`src/sbm_pkg.sv`:
```
// signed booth multiplier package: operand width, stage types and the booth step
// used by the booth cell and the top level, depends on nothing

package sbm_pkg;

    localparam int OPERAND_WIDTH = 16;
    localparam int FIELD_WIDTH   = 16;
    localparam int PRODUCT_WIDTH = 32;

    typedef logic signed [FIELD_WIDTH-1:0]     t_field;
    typedef logic signed [PRODUCT_WIDTH-1:0]   t_product;
    typedef logic signed [OPERAND_WIDTH-1:0]   t_op;
    typedef logic signed [OPERAND_WIDTH:0]     t_acc;
    typedef logic signed [2*OPERAND_WIDTH:0]   t_full;

    typedef enum logic [1:0] {
        PAIR_NONE = 2'b00,
        PAIR_ADD  = 2'b01,
        PAIR_SUB  = 2'b10,
        PAIR_RUN  = 2'b11
    } t_pair;

    typedef struct packed {
        t_acc                     acc;
        logic [OPERAND_WIDTH-1:0] q;
        logic                     qm1;
        t_op                      mcand;
    } t_stage;

    function automatic t_stage booth_step(input t_stage s);
        t_stage r;
        t_acc   m;
        t_acc   sum;
        t_pair  pair;
        m    = t_acc'(s.mcand);
        pair = t_pair'({s.q[0], s.qm1});
        unique case (pair)
            PAIR_SUB: sum = s.acc - m;
            PAIR_ADD: sum = s.acc + m;
            default:  sum = s.acc;
        endcase
        r.mcand = s.mcand;
        r.qm1   = s.q[0];
        r.q     = {sum[0], s.q[OPERAND_WIDTH-1:1]};
        r.acc   = {sum[OPERAND_WIDTH], sum[OPERAND_WIDTH:1]};
        return r;
    endfunction

endpackage

```
`src/sbm_cell.sv`:
```
// one booth step with its stage register and valid/ready hand-off
// depends on sbm_pkg

module sbm_cell (
    input  logic            i_clk,
    input  logic            i_rst_n,
    input  logic            i_valid,
    output logic            o_ready,
    input  sbm_pkg::t_stage i_data,
    output logic            o_valid,
    input  logic            i_ready,
    output sbm_pkg::t_stage o_data
);

    logic            r_valid;
    sbm_pkg::t_stage r_data;
    sbm_pkg::t_stage n_data;

    assign o_ready = !r_valid || i_ready;
    assign n_data  = sbm_pkg::booth_step(i_data);

    always_ff @(posedge i_clk) begin
        if (!i_rst_n) begin
            r_valid <= 1'b0;
        end else if (o_ready) begin
            r_valid <= i_valid;
        end
    end

    always_ff @(posedge i_clk) begin
        if (o_ready && i_valid) begin
            r_data <= n_data;
        end
    end

    assign o_valid = r_valid;
    assign o_data  = r_data;

endmodule

```
`src/signed_booth_multiplier.sv`:
```
// signed booth multiplier top level: a chain of booth cells, one step per cell
// depends on sbm_pkg and sbm_cell
//
// input channel: i_valid / o_ready with i_multiplicand and i_multiplier,
// output channel: o_valid / i_ready with o_product, the signed product.
// the chain holds OPERAND_WIDTH cells, 16 here; each cell performs one
// booth step (add, subtract or keep, then arithmetic shift) and registers it.
// each operand pair passes through the register of every cell in turn before its product appears.
// throughput: one operand pair per cycle while the output is not stalled, set by the one-step-per-cell chain.
// the last cell doubles as the output register.
// when the receiver stalls, the result holds in the last cell and the items
// behind it advance until they close up against it; each cell takes a new
// item whenever it is empty or its own item moves on, so o_ready falls only
// when every cell is full and the output is stalled.
// reset clears all cell valid flags; the pipeline is then empty and ready.

module signed_booth_multiplier (
    input  logic                    i_clk,
    input  logic                    i_rst_n,
    input  logic                    i_valid,
    output logic                    o_ready,
    input  logic signed [15:0]      i_multiplicand,
    input  logic signed [15:0]      i_multiplier,
    output logic                    o_valid,
    input  logic                    i_ready,
    output logic signed [31:0]      o_product
);

    localparam int NumCells = sbm_pkg::OPERAND_WIDTH;

    sbm_pkg::t_stage s_data [0:NumCells];
    logic [NumCells:0] s_valid;
    logic [NumCells:0] s_ready;
    sbm_pkg::t_op      s_mcand;
    sbm_pkg::t_op      s_mplier;

    assign s_mcand  = sbm_pkg::t_op'(sbm_pkg::t_field'(i_multiplicand));
    assign s_mplier = sbm_pkg::t_op'(sbm_pkg::t_field'(i_multiplier));

    assign s_data[0].acc   = '0;
    assign s_data[0].q     = s_mplier;
    assign s_data[0].qm1   = 1'b0;
    assign s_data[0].mcand = s_mcand;
    assign s_valid[0]      = i_valid;
    assign o_ready         = s_ready[0];

    for (genvar k = 0; k < NumCells; k++) begin : g_cell
        sbm_cell u_cell (
            .i_clk   (i_clk),
            .i_rst_n (i_rst_n),
            .i_valid (s_valid[k]),
            .o_ready (s_ready[k]),
            .i_data  (s_data[k]),
            .o_valid (s_valid[k+1]),
            .i_ready (s_ready[k+1]),
            .o_data  (s_data[k+1])
        );
    end

    assign s_ready[NumCells] = i_ready;
    assign o_valid           = s_valid[NumCells];
    assign o_product = sbm_pkg::t_product'(
        sbm_pkg::t_full'({s_data[NumCells].acc, s_data[NumCells].q}));

    // stall reaches the input only when every cell holds an item
    a_full_on_stall: assert property (@(posedge i_clk) disable iff (!i_rst_n)
        !o_ready |-> (&s_valid[NumCells:1]))
        else $error("input stalled with an empty cell");

    // a zero multiplicand gives a zero product
    a_zero_mcand: assert property (@(posedge i_clk) disable iff (!i_rst_n)
        (o_valid && s_data[NumCells].mcand == '0) |-> (o_product == '0))
        else $error("nonzero product from zero multiplicand");

    // the chain comes out of reset empty
    a_reset_empty: assert property (@(posedge i_clk)
        (i_rst_n && $past(!i_rst_n)) |-> (s_valid[NumCells:1] == '0))
        else $error("cell valid after reset");

endmodule

```
`config.mk`:
```
export PLATFORM = sky130hd
export DESIGN_NAME = signed_booth_multiplier
export DESIGN_NICKNAME = d
export VERILOG_FILES = /design/src/sbm_pkg.sv /design/src/sbm_cell.sv /design/src/signed_booth_multiplier.sv
export SDC_FILE = /design/constraint.sdc
export NUM_CORES = 2
export LEC_CHECK = 0
export BUFFER_PORTS_ARGS = -buffer_cell sky130_fd_sc_hd__buf_4
export CORE_MARGIN = 2
export CORE_UTILIZATION = 50
export CTS_CLUSTER_DIAMETER = 80
export DETAILED_ROUTE_END_ITERATION = 10
export PLACE_DENSITY = 0.75
export REMOVE_ABC_BUFFERS = 1
export SETUP_SLACK_MARGIN = 0.1
export SLEW_MARGIN = 0
export SYNTH_ARGS = -nofsm -noshare
export SYNTH_HDL_FRONTEND = slang
export SYNTH_SLANG_ARGS = --single-unit
```
`constraint.sdc`:
```
create_clock -name i_clk -period 7 [get_ports i_clk]
set_input_delay 0 -clock i_clk [delete_from_list [all_inputs] [get_ports i_clk]]
set_output_delay 0 -clock i_clk [all_outputs]
set_load 0.05 [all_outputs]
```
Word level (Yosys, flattened, before mapping)
Index checks and enable logic that the tools add are counted.

Mux-type cells: 16. Bitwise operators: 0. Shifts and indexed selects: 0. $add $sub $neg: 31. $lt $le $gt $ge: 0. Reduce and logical (&&, ||, !) cells: 48. Div/mod/pow operators: 0. Equality and inequality tests: 30. Multipliers: 0.

Operators with widths (number): $pmux 17 s2 (15); $add 16x16->17 (15); $sub 16x16->17 (15); $eq 2x1->1 const B (15); $eq 2x2->1 const B (15); $mux 17 (1); $sub 1x16->17 const A (1); $logic_and 1x1->1 (16); $logic_not 1->1 (16); $logic_or 1x1->1 (16).

Flip-flop bits (word level): 783. Input port bits: 36. Output and inout port bits: 34. Memories: 0. RAM bits: 0. Word-level logic and storage cells: 205. Memory bits (read-only): 0. Bits in latches: 0.

Depth between registers and ports, before layout
Word-level depth: 18. Depth in mapped cells: 15.

By module
Synthesis repeated with hierarchy kept, for this count alone.

Cells, all modules: 3998. Area, all modules: 45393.5 um2.

By module, submodules not included: sbm_cell (g_cell[11].u_cell ...) (times used 7, area each 2851.5 um2, cells each 256); sbm_cell (g_cell[0].u_cell ...) (times used 3, area each 2852.7 um2, cells each 247); sbm_cell (g_cell[7].u_cell ...) (times used 2, area each 2806.4 um2, cells each 244); sbm_cell (g_cell[6].u_cell) (times used 1, area each 2885.3 um2, cells each 244); sbm_cell (g_cell[12].u_cell) (times used 1, area each 2797.7 um2, cells each 243); sbm_cell (g_cell[8].u_cell) (times used 1, area each 2795.2 um2, cells each 242); sbm_cell (g_cell[10].u_cell) (times used 1, area each 2780.2 um2, cells each 247); signed_booth_multiplier (times used 1, area each 3.8 um2, cells each 1).

Least setup slack after synthesis
Ideal clock, no wire load.

Path type: register to register. Start point: reg g_cell[15].u_cell.r_valid. End point: reg g_cell[6].u_cell.r_data (netlist bit g_cell[6].u_cell.o_data[0]) (enable). Path buffers: 0. Cell stages (with the launch flop): 7. Data arrival time: 4.983 ns. Setup slack: 1.486 ns. Period minus slack after synthesis: 5.514 ns. Path through: dfxtp_1 > nor2b_1 > and3_1 > and3_1 > nand3_1 > nor2_1 > a21boi_0.

Cells in the longest elaborated chain, start to end: 12.

RTL lines: from (decl) (line sbm_cell.sv:15) `logic r_valid;`; from (signal assigned) (line sbm_cell.sv:26) `r_valid <= i_valid;`; $logic_not 1->1 (line sbm_cell.sv:19) `assign o_ready = !r_valid || i_ready;`; $logic_or 1x1->1 (10 in a row) (line sbm_cell.sv:19); $logic_and 1x1->1 (line sbm_cell.sv:31) `if (o_ready && i_valid) begin`; to (signal assigned) (line sbm_cell.sv:32) `r_data <= n_data;`; to (decl) (line sbm_cell.sv:16) `sbm_pkg::t_stage r_data;`.

Every way passes these cells. A chain may end at the register's enable or synchronous reset.

==> impl_metrics.tcl <==
set metrics [dict create \
    crit_chain "inv_1 -> ha_1 -> mux2_2 -> fa_1 -> a211oi_1 -> o21bai_1 -> a211oi_1 -> a21oi_1 -> o41ai_1 -> a21oi_1 -> nand4b_1" \
    hold_class "input port to flop" \
    setup_viol 0 \
    drive_above_1_share_pct 8.020 \
    die_y_um 300.0 \
    cp_slowest_cell "ha_1" \
    postCtsSetupRepairBufs 0 \
    r2r_end "g_cell[2].u_cell.o_data[48]$_DFFE_PP_" \
    async_flop_share_pct 0 \
    gp_congestion 0.9179 \
    ir_drop_mv 0.2070 \
    crit_fanout 17 \
    setup_tns_ns 0 \
    worstHoldStart "i_multiplier[4]" \
    cts_resized 0 \
    power_density_nw_per_um2 207.1 \
    period_share_pct 59.99 \
    rr_startpoint "g_cell[1].u_cell.o_data[17]$_DFFE_PP_" \
    synth_edf_count 767 \
    vias 30210 \
    worstSetupEndpointType "flop" \
    syn_inst 3855 \
    timing.fmax_mhz 238.1 \
    leakage_nw 17.76 \
    max_stage_delay_ns 0.57 \
    post-route-drc-count 0 \
    initial_core_util_pct 50.49 \
    cts_sinks 783 \
    num-fill-cells 7177 \
    post-route-util_pct 56.28 \
    syn-cell-area_um2 43800 \
    grt_pass1_wl_um 151100 \
    hold_viol 0 \
    stdcell_count 5195 \
    core_area_um2 86750 \
    min_to "g_cell[0].u_cell.o_data[20]$_DFFE_PP_" \
    outcome "finished, final reports clean" \
    dp_hpwl_um 68550 \
    dpl_worst_slack_ns 2.905 \
    yosysWarnings 0 \
    cp.required_ns 7.39 \
    hold_buffers 35 \
    min_period_ns 4.200 \
    io_buffer_count 69 \
    grt_max_degree 50 \
    cp_num_buf_inv 1 \
    dr.pass1.iters 6 \
    r2r_setup_slack_ns 2.80 \
    slew_violations 0 \
    placed_cells 5004 \
    fin_area_um2 48830 \
    antennaDiodeCount 0 \
    dieWidth_um 300.0 \
    synth-seq-area-share_pct 53.31 \
    row_count 108 \
    crit_path_start_kind "flop" \
    wl_per_cell_um 18.07 \
    cap_viol_max_count 0 \
    grt_overflow 0 \
    dieArea_um2 89990 \
    worstSkewPairLatency_ns 0.66 \
    yosysUniqueCellTypes 74 \
    rsz0062_at_grt "no" \
    relSlewSlack_pct 21.68 \
    ys_seq_elements 783 \
    crit_type "flop to flop" \
    worstMarginPinSlew_ns 1.175 \
    cts.clk_slew.worst_paths_ns 0.06 \
    io_pins 70 \
    antenna_found_initial 1 \
    holdPathStages 2 \
    worst_slack_ns 2.800 \
    cts-root-buf "clkbuf_16" \
    clock_path_buffers 3 \
    viasPerCell 5.816 \
    r2r_cells 11 \
    drt_iter0_drc 1967 \
    syn_to_final_growth_pct 11.47 \
    drt-total-wl_um 93870 \
    htreeDepth 3 \
    antenna_left 0 \
    crit_arrival_ns 4.59 \
    grt_usage_pct 20.75 \
    grt_pass1_vias 29030 \
    postSynthAreaPerCell_um2 11.36 \
    cts_tree "built" \
    postPlaceCellArea_um2 45710 \
    skew_ns 0.02941 \
    nets 4292 \
    crit_family "compound AO/OA/AOI/OAI gates" \
    cts_made_buffers 84 \
    ys.flop_type "edfxtp_1" \
]
==> stage by stage <==
| step | power [W] | hold WS [ns] |
|---|---|---|
| finish | 0.01011 | 0.07875 |
| global route | 0.01045 | 0.06327 |
| CTS | 0.01021 | 0.03559 |
| detailed placement | 0.005735 | 0.1794 |
| global placement | 0.005722 | 0.1790 |
| floorplan | 0.005612 | 0.09887 |
==> area by class of cell <==
cell class / count / area [um^2] / area share (%)
clock buffer: 98 / 2155 / 4.413
multi-input combinational: 2804 / 19590 / 40.12
sequential: 783 / 23350 / 47.83
clock inverter: 58 / 606.8 / 1.243
tap: 1155 / 1445 / 2.960
inverter: 170 / 638.1 / 1.307
timing repair buffer: 127 / 1041 / 2.132
==> kinds of logic (layout without fill, tap and decap cells) <==
group	after synthesis	count (layout)	share of synthesized area (%)
compound gates	988	988	14.23
xor+xnor	358	358	7.158
fa+ha+maj	286	286	8.427
buf+inv	268	453	2.297
flops	783	783	53.31
mux	57	57	1.445
simple gates	1115	1115	13.13
==> layer usage <==
metal / track usage, % / vias up / share of wire, %
met5: 0 / - / 0
met4: 8.476 / 0 / 3.8
met3: 2.363 / 218 / 3.9
met2: 37.06 / 744 / 51
met1: 25.55 / 14440 / 42
li1: - / 14810 / -
==> flip-flops by register name, summed over array words and instances (netlist names) <==
register               count
g_cell.u_cell.o_data     767
g_cell.u_cell.o_valid     16
==> cell usage in the layout (no fill, tap or decap), types with 22 or more instances in the layout <==
cell type	instances
nand2b_1	30
a211oi_1	27
nor3b_1	54
a21oi_1	292
nor4_1	56
o31ai_1	31
dlygate4sd3_1	35
nand4_1	22
xnor2_1	137
buf_4	92
o21bai_1	51
nand2_1	257
xor2_1	221
and3_1	36
nor2b_1	24
o21ai_0	240
a21o_1	82
and2_1	40
nand3_1	55
nor3_1	138
nor2_1	268
ha_1	271
o21a_1	55
mux2_2	50
inv_1	170
a31oi_1	43
edfxtp_1	767
clkbuf_16	84
==> report_power, final <==
group / leakage (nW) / internal (W) / switching, W
sequential: 7.11 / 0.00516 / 0.0000370
clock: 1.32 / 0.00257 / 0.00189
combinational: 9.33 / 0.000202 / 0.000264
total: 17.8 / 0.00793 / 0.00219
==> worst register-to-register path, cell delays in order, from the launching register on <==
cell and delay (ns):
edfxtp_1 0.39, inv_1 0.09, ha_1 0.57, mux2_2 0.46, fa_1 0.46, a211oi_1 0.24
o21bai_1 0.17, a211oi_1 0.49, a21oi_1 0.19, o41ai_1 0.57, a21oi_1 0.10, nand4b_1 0.21
==> synth_stat cells, drive strengths merged (8+ instances only) <==
library cell,n,share of area (%)
a2111o,10,0.26
a2111oi,8,0.16
a211o,12,0.24
a211oi,27,0.46
a21boi,8,0.14
a21o,82,1.4
a21oi,294,3.4
a221oi,9,0.18
a311oi,19,0.38
a31o,10,0.20
a31oi,44,0.63
and2,41,0.59
and3,36,0.51
and4,14,0.28
clkbuf,92,0.79
dfxtp,16,0.73
edfxtp,767,53
fa,15,0.69
ha,271,7.7
inv,170,1.5
mux2,50,1.3
nand2,257,2.2
nand2b,30,0.43
nand3,55,0.63
nand3b,19,0.33
nand4,22,0.31
nor2,268,2.3
nor2b,32,0.46
nor3,138,1.6
nor3b,57,1.0
nor4,57,0.85
nor4b,11,0.23
o211ai,20,0.34
o21a,55,0.94
o21ai,240,2.7
o21bai,51,0.87
o31ai,31,0.53
o41ai,9,0.18
or3,19,0.27
or3b,8,0.17
or4,24,0.45
xnor2,137,2.7
xor2,221,4.4
==> how the worst max path moves through the flow <==
stage | start | to | depth (start not counted)
floorplan | g_cell[15].u_cell.o_valid$_SDFFE_PN0P_ | g_cell[6].u_cell.o_data[0]$_DFFE_PP_ | 6
global placement | g_cell[6].u_cell.o_data[3]$_DFFE_PP_ | g_cell[7].u_cell.o_data[45]$_DFFE_PP_ | 12
detailed placement | g_cell[1].u_cell.o_data[17]$_DFFE_PP_ | g_cell[2].u_cell.o_data[48]$_DFFE_PP_ | 11
CTS | g_cell[1].u_cell.o_data[17]$_DFFE_PP_ | g_cell[2].u_cell.o_data[48]$_DFFE_PP_ | 11
global route | g_cell[2].u_cell.o_data[3]$_DFFE_PP_ | g_cell[3].u_cell.o_data[46]$_DFFE_PP_ | 13
finish | g_cell[1].u_cell.o_data[17]$_DFFE_PP_ | g_cell[2].u_cell.o_data[48]$_DFFE_PP_ | 11
Note: power is estimated with default switching activity, not from simulation.
